<file path="src/rtl/ps2mct_pkg.sv">
package ps2mct_pkg;

  localparam int unsigned CFG_W     = 13;
  localparam int unsigned CFG_IDX_W = 1;
  localparam int unsigned CUR_W     = 12;

  localparam logic [CFG_IDX_W-1:0] REG_SCREEN_WIDTH  = 1'b0;
  localparam logic [CFG_IDX_W-1:0] REG_SCREEN_HEIGHT = 1'b1;

  localparam logic [CFG_W-1:0] RESET_WIDTH  = 13'd1920;
  localparam logic [CFG_W-1:0] RESET_HEIGHT = 13'd1080;

  localparam logic EV_MOVE   = 1'b0;
  localparam logic EV_BUTTON = 1'b1;

  typedef struct packed {
    logic [2:0] btn;
    logic       sign_x;
    logic       sign_y;
    logic [7:0] dx;
    logic [7:0] dy;
  } pkt_t;

  typedef struct packed {
    logic             kind;
    logic [CUR_W-1:0] x;
    logic [CUR_W-1:0] y;
    logic [2:0]       mask;
    logic [1:0]       index;
    logic             down;
    logic             last;
  } ev_t;

endpackage

</file>
<file path="src/rtl/ps2mct_fifo.sv">
module ps2mct_fifo #(
  parameter int unsigned WIDTH = 1
) (
  input  logic             clk_i,
  input  logic             rst_ni,
  input  logic             push_i,
  input  logic [WIDTH-1:0] wdata_i,
  output logic             full_o,
  input  logic             pop_i,
  output logic [WIDTH-1:0] rdata_o,
  output logic             empty_o
);

  logic [WIDTH-1:0] mem_q [2];
  logic             wr_ptr_q, wr_ptr_d;
  logic             rd_ptr_q, rd_ptr_d;
  logic [1:0]       cnt_q, cnt_d;
  logic             do_push, do_pop;

  assign full_o  = (cnt_q == 2'd2);
  assign empty_o = (cnt_q == 2'd0);
  assign rdata_o = mem_q[rd_ptr_q];
  assign do_push = push_i && !full_o;
  assign do_pop  = pop_i && !empty_o;

  always_comb begin
    wr_ptr_d = do_push ? ~wr_ptr_q : wr_ptr_q;
    rd_ptr_d = do_pop ? ~rd_ptr_q : rd_ptr_q;
    cnt_d    = cnt_q;
    if (do_push && !do_pop) begin
      cnt_d = cnt_q + 2'd1;
    end else if (do_pop && !do_push) begin
      cnt_d = cnt_q - 2'd1;
    end
  end

  always_ff @(posedge clk_i or negedge rst_ni) begin
    if (!rst_ni) begin
      wr_ptr_q <= 1'b0;
      rd_ptr_q <= 1'b0;
      cnt_q    <= 2'd0;
    end else begin
      wr_ptr_q <= wr_ptr_d;
      rd_ptr_q <= rd_ptr_d;
      cnt_q    <= cnt_d;
    end
  end

  always_ff @(posedge clk_i) begin
    if (do_push) begin
      mem_q[wr_ptr_q] <= wdata_i;
    end
  end

endmodule

</file>
<file path="src/rtl/ps2mct_front.sv">
module ps2mct_front (
  input  logic               clk_i,
  input  logic               rst_ni,
  input  logic               push_i,
  input  logic [7:0]         data_i,
  output logic               full_o,
  output ps2mct_pkg::pkt_t   pkt_o,
  output logic               pkt_push_o,
  input  logic               pkt_full_i
);
  import ps2mct_pkg::*;

  typedef enum logic [2:0] {
    PH_HDR = 3'b001,
    PH_DX  = 3'b010,
    PH_DY  = 3'b100
  } phase_e;

  phase_e     phase_q, phase_d;
  logic [7:0] hdr_q, hdr_d;
  logic [7:0] dx_q, dx_d;
  logic       accept;

  assign full_o = pkt_full_i;
  assign accept = push_i && !pkt_full_i;

  always_comb begin
    phase_d    = phase_q;
    hdr_d      = hdr_q;
    dx_d       = dx_q;
    pkt_push_o = 1'b0;
    if (accept) begin
      case (phase_q)
        PH_DX: begin
          dx_d    = data_i;
          phase_d = PH_DY;
        end
        PH_DY: begin
          pkt_push_o = 1'b1;
          phase_d    = PH_HDR;
        end
        default: begin
          if (data_i[3]) begin
            hdr_d   = data_i;
            phase_d = PH_DX;
          end else begin
            phase_d = PH_HDR;
          end
        end
      endcase
    end
  end

  assign pkt_o.btn    = hdr_q[2:0];
  assign pkt_o.sign_x = hdr_q[4];
  assign pkt_o.sign_y = hdr_q[5];
  assign pkt_o.dx     = dx_q;
  assign pkt_o.dy     = data_i;

  always_ff @(posedge clk_i or negedge rst_ni) begin
    if (!rst_ni) begin
      phase_q <= PH_HDR;
      hdr_q   <= 8'd0;
      dx_q    <= 8'd0;
    end else begin
      phase_q <= phase_d;
      hdr_q   <= hdr_d;
      dx_q    <= dx_d;
    end
  end

endmodule

</file>
<file path="src/rtl/ps2mct_back.sv">
module ps2mct_back #(
  parameter int unsigned COORD_BITS = 12
) (
  input  logic                             clk_i,
  input  logic                             rst_ni,
  input  logic                             cfg_we_i,
  input  logic [ps2mct_pkg::CFG_IDX_W-1:0] cfg_idx_i,
  input  logic [ps2mct_pkg::CFG_W-1:0]     cfg_data_i,
  input  ps2mct_pkg::pkt_t                 pkt_i,
  input  logic                             pkt_valid_i,
  output logic                             pkt_pop_o,
  output ps2mct_pkg::ev_t                  ev_o,
  output logic                             ev_push_o,
  input  logic                             ev_full_i
);
  import ps2mct_pkg::*;

  localparam int unsigned CW     = COORD_BITS;
  localparam int unsigned VW     = CW + 2;
  localparam int unsigned LW     = (CW > CFG_W) ? CW : CFG_W;
  localparam int unsigned CMAX_I = (1 << CW) - 1;
  localparam int unsigned RX_I   = (RESET_WIDTH / 2 > CMAX_I) ? CMAX_I : RESET_WIDTH / 2;
  localparam int unsigned RY_I   = (RESET_HEIGHT / 2 > CMAX_I) ? CMAX_I : RESET_HEIGHT / 2;
  localparam logic [LW-1:0] CMAX_L = LW'(CMAX_I);
  localparam logic [CW-1:0] POS_X_RST = CW'(RX_I);
  localparam logic [CW-1:0] POS_Y_RST = CW'(RY_I);

  function automatic logic [CW-1:0] lim_of(input logic [CFG_W-1:0] size);
    logic [CFG_W-1:0] s;
    logic [LW-1:0]    sm1;
    s   = (size == '0) ? CFG_W'(1) : size;
    sm1 = LW'(s - CFG_W'(1));
    if (sm1 > CMAX_L) begin
      return CMAX_L[CW-1:0];
    end
    return sm1[CW-1:0];
  endfunction

  function automatic logic [CW-1:0] move_axis(input logic [CW-1:0] pos,
                                              input logic [7:0]    delta,
                                              input logic          neg,
                                              input logic [CW-1:0] lim);
    logic [VW-1:0] v;
    v = VW'(pos) + VW'(delta) - (neg ? VW'(256) : VW'(0));
    if (v[VW-1]) begin
      return '0;
    end else if (v > VW'(lim)) begin
      return lim;
    end
    return v[CW-1:0];
  endfunction

  logic [CW-1:0] lim_x_q, lim_y_q;
  logic [CW-1:0] pos_x_q, pos_x_d, pos_y_q, pos_y_d;
  logic [CW-1:0] nx, ny;
  logic [2:0]    held_q, held_d;
  logic [2:0]    old_btn_q, old_btn_d;
  logic [2:0]    new_btn_q, new_btn_d;
  logic [3:0]    pend_q, pend_d;
  logic [3:0]    rest;
  logic [1:0]    sel;
  logic [1:0]    bidx;
  logic          found;
  logic          is_move;
  logic          load;
  logic [CW+CUR_W-1:0] xe, ye;

  always_comb begin
    sel   = 2'd0;
    found = 1'b0;
    for (int i = 0; i < 4; i++) begin
      if (!found && pend_q[i]) begin
        sel   = 2'(i);
        found = 1'b1;
      end
    end
  end

  assign rest      = pend_q & ~(4'b0001 << sel);
  assign is_move   = (sel == 2'd0);
  assign bidx      = sel - 2'd1;
  assign ev_push_o = found && !ev_full_i;
  assign load      = pkt_valid_i && (!found || (ev_push_o && rest == 4'd0));
  assign pkt_pop_o = load;

  assign nx = move_axis(pos_x_q, pkt_i.dx, pkt_i.sign_x, lim_x_q);
  assign ny = move_axis(pos_y_q, pkt_i.dy, pkt_i.sign_y, lim_y_q);

  assign xe = {{CUR_W{1'b0}}, pos_x_q};
  assign ye = {{CUR_W{1'b0}}, pos_y_q};

  assign ev_o.kind  = is_move ? EV_MOVE : EV_BUTTON;
  assign ev_o.x     = xe[CUR_W-1:0];
  assign ev_o.y     = ye[CUR_W-1:0];
  assign ev_o.mask  = is_move ? old_btn_q : 3'd0;
  assign ev_o.index = is_move ? 2'd0 : bidx;
  assign ev_o.down  = is_move ? 1'b0 : |(new_btn_q & (3'b001 << bidx));
  assign ev_o.last  = (rest == 4'd0);

  always_comb begin
    pos_x_d   = pos_x_q;
    pos_y_d   = pos_y_q;
    held_d    = held_q;
    old_btn_d = old_btn_q;
    new_btn_d = new_btn_q;
    pend_d    = ev_push_o ? rest : pend_q;
    if (load) begin
      pos_x_d   = nx;
      pos_y_d   = ny;
      held_d    = pkt_i.btn;
      old_btn_d = held_q;
      new_btn_d = pkt_i.btn;
      pend_d    = {pkt_i.btn ^ held_q, (nx != pos_x_q) || (ny != pos_y_q)};
    end
  end

  always_ff @(posedge clk_i or negedge rst_ni) begin
    if (!rst_ni) begin
      lim_x_q <= lim_of(RESET_WIDTH);
      lim_y_q <= lim_of(RESET_HEIGHT);
    end else if (cfg_we_i) begin
      case (cfg_idx_i)
        REG_SCREEN_WIDTH:  lim_x_q <= lim_of(cfg_data_i);
        REG_SCREEN_HEIGHT: lim_y_q <= lim_of(cfg_data_i);
        default: begin
        end
      endcase
    end
  end

  always_ff @(posedge clk_i or negedge rst_ni) begin
    if (!rst_ni) begin
      pos_x_q   <= POS_X_RST;
      pos_y_q   <= POS_Y_RST;
      held_q    <= 3'd0;
      old_btn_q <= 3'd0;
      new_btn_q <= 3'd0;
      pend_q    <= 4'd0;
    end else begin
      pos_x_q   <= pos_x_d;
      pos_y_q   <= pos_y_d;
      held_q    <= held_d;
      old_btn_q <= old_btn_d;
      new_btn_q <= new_btn_d;
      pend_q    <= pend_d;
    end
  end

endmodule

</file>
<file path="src/rtl/ps2_mouse_cursor_tracker.sv">
// A byte is accepted in every cycle while full is low; full rises only when the
// packet queue between the byte assembler and the event sequencer holds two packets.
// A packet's events pass the pending bits and the event queue to the result
// ports; the sequencer issues one event per cycle while the event queue has room.
// Reset clears all queues, waits for a header byte, centers the cursor on a
// 1920 by 1080 screen and releases all buttons.
module ps2_mouse_cursor_tracker #(
  parameter int unsigned COORD_BITS = 12
) (
  input  logic                             clk_i,
  input  logic                             rst_ni,
  input  logic                             cfg_we_i,
  input  logic [ps2mct_pkg::CFG_IDX_W-1:0] cfg_idx_i,
  input  logic [ps2mct_pkg::CFG_W-1:0]     cfg_data_i,
  input  logic                             push,
  output logic                             full,
  input  logic [7:0]                       data_byte_i,
  output logic                             empty,
  input  logic                             pop,
  output logic                             event_kind_o,
  output logic [ps2mct_pkg::CUR_W-1:0]     cursor_x_o,
  output logic [ps2mct_pkg::CUR_W-1:0]     cursor_y_o,
  output logic [2:0]                       button_mask_o,
  output logic [1:0]                       button_index_o,
  output logic                             button_down_o,
  output logic                             last_o
);
  import ps2mct_pkg::*;

  pkt_t pkt_in, pkt_out;
  ev_t  ev_in, ev_out;
  logic pkt_push, pkt_full, pkt_empty, pkt_pop;
  logic ev_push, ev_full;

  ps2mct_front u_front (
    .clk_i      (clk_i),
    .rst_ni     (rst_ni),
    .push_i     (push),
    .data_i     (data_byte_i),
    .full_o     (full),
    .pkt_o      (pkt_in),
    .pkt_push_o (pkt_push),
    .pkt_full_i (pkt_full)
  );

  ps2mct_fifo #(
    .WIDTH ($bits(pkt_t))
  ) u_pkt_fifo (
    .clk_i   (clk_i),
    .rst_ni  (rst_ni),
    .push_i  (pkt_push),
    .wdata_i (pkt_in),
    .full_o  (pkt_full),
    .pop_i   (pkt_pop),
    .rdata_o (pkt_out),
    .empty_o (pkt_empty)
  );

  ps2mct_back #(
    .COORD_BITS (COORD_BITS)
  ) u_back (
    .clk_i       (clk_i),
    .rst_ni      (rst_ni),
    .cfg_we_i    (cfg_we_i),
    .cfg_idx_i   (cfg_idx_i),
    .cfg_data_i  (cfg_data_i),
    .pkt_i       (pkt_out),
    .pkt_valid_i (!pkt_empty),
    .pkt_pop_o   (pkt_pop),
    .ev_o        (ev_in),
    .ev_push_o   (ev_push),
    .ev_full_i   (ev_full)
  );

  ps2mct_fifo #(
    .WIDTH ($bits(ev_t))
  ) u_ev_fifo (
    .clk_i   (clk_i),
    .rst_ni  (rst_ni),
    .push_i  (ev_push),
    .wdata_i (ev_in),
    .full_o  (ev_full),
    .pop_i   (pop),
    .rdata_o (ev_out),
    .empty_o (empty)
  );

  assign event_kind_o   = ev_out.kind;
  assign cursor_x_o     = ev_out.x;
  assign cursor_y_o     = ev_out.y;
  assign button_mask_o  = ev_out.mask;
  assign button_index_o = ev_out.index;
  assign button_down_o  = ev_out.down;
  assign last_o         = ev_out.last;

endmodule

</file>
<file path="config.mk">
export PLATFORM = sky130hd
export DESIGN_NAME = ps2_mouse_cursor_tracker
export DESIGN_NICKNAME = d
export VERILOG_FILES = /design/src/rtl/ps2mct_pkg.sv /design/src/rtl/ps2mct_fifo.sv /design/src/rtl/ps2mct_front.sv /design/src/rtl/ps2mct_back.sv /design/src/rtl/ps2_mouse_cursor_tracker.sv
export SDC_FILE = /design/constraint.sdc
export NUM_CORES = 1
export LEC_CHECK = 0
export ABC_CLOCK_PERIOD_IN_PS = 7400
export CAP_MARGIN = 5
export CORE_MARGIN = 4
export CORE_UTILIZATION = 40
export DETAILED_ROUTE_END_ITERATION = 7
export DONT_BUFFER_PORTS = 1
export PLACE_DENSITY = 0.52
export SLEW_MARGIN = 20
export SYNTH_ARGS = -nofsm -noshare
export SYNTH_HDL_FRONTEND = slang
export SYNTH_SLANG_ARGS = --single-unit
</file>
<file path="constraint.sdc">
create_clock -name clk_i -period 7.4 [get_ports clk_i]
set_input_delay 0.74 -clock clk_i [delete_from_list [all_inputs] [get_ports clk_i]]
set_output_delay 0.74 -clock clk_i [all_outputs]
set_load 0.02 [all_outputs]
</file>
==> results.py <==
metrics = {
    "synth": {
        "synth_compound_area_frac": 0.121,
        "synth.distinct_cells": 78,
        "yosysSeqAreaShare": 0.524,
        "synthAdderAreaFrac": 0.0648,
        "ys_warn_count": 0,
        "ys_ff_latch": 188,
        "syn_avg_cell_area_um2": 11.4,
        "syn_area_um2": 10000,
        "synth-edff-count": 106,
        "synth_ff_type": "edfxtp_1",
        "synth_top_family_by_area": "compound AO/OA/AOI/OAI gates",
        "ys_async_sr_fraction": 0.436,
        "synthSimpleGateAreaFrac": 0.112,
        "synth_xor_area_frac": 0.0541,
        "syn_nets": 961,
        "syn_inst": 884,
        "synth.area.mux_share": 0.0901,
    },
    "sta": {
        "max_freq_mhz": 162,
        "rsz0062_at_grt": "false",
        "finalSetupViolCount": 0,
        "timing.slew.headroom": 0.293,
        "min_period_ns": 6.17,
        "fin_ws_ns": 1.23,
        "timing.final.crit_share": 0.833,
        "tightest_slew_ns": 1.06,
        "drv_slew": 0,
        "tns_ns": 0,
        "clock_skew_ns": 0.0149,
        "finalHoldViolations": 0,
    },
    "status": {
        "status": "completed",
    },
    "placement": {
        "post_dp_cell_area_um2": 10400,
        "dp_hpwl_um": 16700,
        "port_buffers": 0,
        "place_congestion": 0.856,
        "dp_slack_ns": 1.24,
    },
    "global_route": {
        "grt_usage": 0.170,
        "grtUsageMet2": 0.244,
        "grt_remaining_overflow": 0,
        "grt_pass1_wl_um": 37000,
        "grt_pass1_vias": 6135,
        "top_usage_layer": "met1",
        "grt_max_degree": 57,
        "use_met1": 0.259,
        "antenna_found_initial": 0,
        "met3_usage": 0.0386,
    },
    "setup_path": {
        "start_kind": "register",
        "cp-end-kind": "register",
        "r2r_setup_slack_ns": 1.23,
        "cp.required_ns": 7.71,
        "worstReg2RegStart": "u_pkt_fifo.rd_ptr_q",
        "r2r_end": "u_back.pend_q[0]",
        "cp_max_fo": 16,
        "crit_arrival_ns": 6.47,
        "critical_path_class": "reg2reg",
        "worst-r2r-cell-count": 25,
    },
    "drt": {
        "drtPass1Iterations": 5,
        "wl_per_cell_um": 19.1,
        "viasPerCell": 5.25,
        "wirelength_um": 23300,
        "vias": 6405,
        "ant_nets": 0,
        "drt_drc_violations_left": 0,
        "drtIter0Drc": 377,
    },
    "clock_tree": {
        "cts_resized": 0,
        "worst_skew_pair.late_latency_ns": 0.43,
        "numCtsBuffers": 17,
        "path_clk_slew_ns": 0.08,
        "cts_tree": "yes",
        "root_buffer": "clkbuf_16",
        "cts.sinks": 188,
        "htreeDepth": 4,
        "cts_buffer_depth": 2,
    },
    "floorplan": {
        "start_util": 0.409,
        "row_count": 57,
        "io_pins": 61,
        "fp.dieH_um": 166,
        "fp.dieW_um": 166,
        "fp.dieArea_um2": 27700,
        "coreArea_um2": 24500,
    },
    "cells_and_area": {
        "syn2layout_area_growth_pct": 9.35,
        "drive_gt1_frac": 0.173,
        "n_antenna_cell": 0,
        "final_area_um2": 11000,
        "fin_nets": 959,
        "fin_util": 0.448,
    },
    "min_path": {
        "hold_path.class": "in2async",
    },
    "flow_run": {
        "maxCapViolations": 0,
    },
}
cells in the final DEF, fill, tap and decap left out, types with 6 or more instances in the layout:
master / Yosys / routed
ha_1: 48 / 48
o21ai_0: 55 / 55
mux2i_1: 15 / 15
inv_1: 52 / 52
and2_1: 10 / 10
mux2_2: 65 / 65
edfxtp_1: 106 / 106
nor4_1: 7 / 6
buf_4: 0 / 8
nand2_1: 76 / 76
dfrtp_1: 57 / 57
a21oi_1: 43 / 43
dfstp_2: 25 / 25
clkbuf_16: 0 / 17
o211ai_1: 7 / 7
nand3_1: 13 / 13
nor3_1: 19 / 18
xor2_1: 29 / 29
a21o_1: 11 / 11
nor2_1: 59 / 59
a211oi_1: 8 / 8
nor2b_1: 8 / 8
nand2b_1: 12 / 12
xnor2_1: 33 / 33
a31oi_1: 10 / 10
nand4_1: 9 / 9
cells by family (layout without fill, tap and decap cells):
logic type | after synthesis | in the layout
fa+ha+maj | 51 | 51
simple gates | 234 | 234
flops | 188 | 188
buf+inv | 84 | 95
compound gates | 184 | 184
xor+xnor | 62 | 62
mux | 81 | 81
area by class of cell:
cell class	instances	area, µm²
inverter	53	199
multi-input combinational	612	4450
clock buffer	19	433
clock inverter	13	130
tap	324	405
sequential	188	5270
fill	2312	13500
timing repair buffer	10	97.6
critical path: stages, from the launching register on:
cell,delay [ns]
dfrtp_1,0.50
buf_4,0.33
mux2_2,0.20
ha_1,0.17
inv_1,0.06
fa_1,0.39
nand2b_1,0.19
a21oi_2,0.24
o21ai_0,0.13
nand2b_1,0.08
a21oi_1,0.07
xor2_1,0.15
ha_1,0.25
mux2i_1,0.13
o22ai_1,0.35
xnor2_1,0.17
ha_1,0.26
a21oi_1,0.17
or4b_1,0.50
o21ai_4,0.20
and3_4,0.33
mux2i_1,0.31
xor2_1,0.10
a2111o_1,0.39
nor4_1,0.27
a31oi_1,0.10
worst max-delay path by stage:
| stage | startpoint | cells past startpoint | to | slack, ns |
|---|---|---|---|---|
| floorplan | u_pkt_fifo.rd_ptr_q | 25 | u_back.pend_q[0] | 1.55 |
| CTS | u_pkt_fifo.rd_ptr_q | 25 | u_back.pend_q[0] | 1.22 |
| global placement | u_pkt_fifo.rd_ptr_q | 25 | u_back.pend_q[0] | 1.37 |
| detailed placement | u_pkt_fifo.rd_ptr_q | 25 | u_back.pend_q[0] | 1.24 |
| global route | u_pkt_fifo.rd_ptr_q | 23 | u_back.pend_q[0] | 0.76 |
| finish | u_pkt_fifo.rd_ptr_q | 25 | u_back.pend_q[0] | 1.23 |
cell usage after synthesis, types with 4 or more instances:
cell,instances,area share
nor2_1,59,0.022
nand4_1,9,0.0056
nor4_1,7,0.0044
o31ai_1,5,0.0037
a21o_1,11,0.0082
a211oi_1,8,0.0060
inv_1,52,0.019
o22ai_1,4,0.0025
mux2i_1,15,0.015
dfrtp_1,57,0.14
o21ai_0,55,0.027
ha_1,48,0.060
o211ai_1,7,0.0052
buf_2,4,0.0020
nand2b_1,12,0.0075
nor3_1,19,0.0095
a31oi_1,10,0.0062
edfxtp_1,106,0.32
nand3_1,13,0.0065
xnor2_1,33,0.029
clkbuf_1,23,0.0086
o21a_1,4,0.0030
xor2_1,29,0.025
a21oi_1,43,0.021
mux2_2,65,0.073
nor2b_1,8,0.0050
nand2_1,76,0.028
and2_1,10,0.0062
dfstp_2,25,0.065
metrics by stage:
step	hold slack (ns)	instances
2_1_floorplan	0.437	884
3_3_place_gp	0.445	1185
3_5_place_dp	0.447	1185
4_1_cts	0.132	1219
5_1_grt	0.127	1219
6_report	0.153	1219
sequential cells by signal, indices dropped and copies added, names as in the netlist, 3 cells and up:
name / count
u_front.phase_q: 3
u_back.pos_y_q: 12
u_front.dx_q: 8
u_back.held_q: 3
u_ev_fifo.mem_q: 64
u_back.pend_q: 4
u_front.hdr_q: 5
u_back.pos_x_q: 12
u_back.lim_x_q: 12
u_back.old_btn_q: 3
u_pkt_fifo.mem_q: 42
u_back.lim_y_q: 12
what timing repair did:
action                    in CTS  in global routing
setup buffers                  0                  0
hold buffers                   2                  0
hold endpoints to repair      56                  0
layer usage:
layer | wire length [µm] | vias to the layer above
li1 | - | 3201
met4 | 352 | 0
met2 | 9970 | 142
met5 | 0 | -
met3 | 1180 | 20
met1 | 11800 | 3042
Power is left out: the tool's default activity adds up to more than one toggle a clock period on the data nets, which glitch-free logic cannot reach.
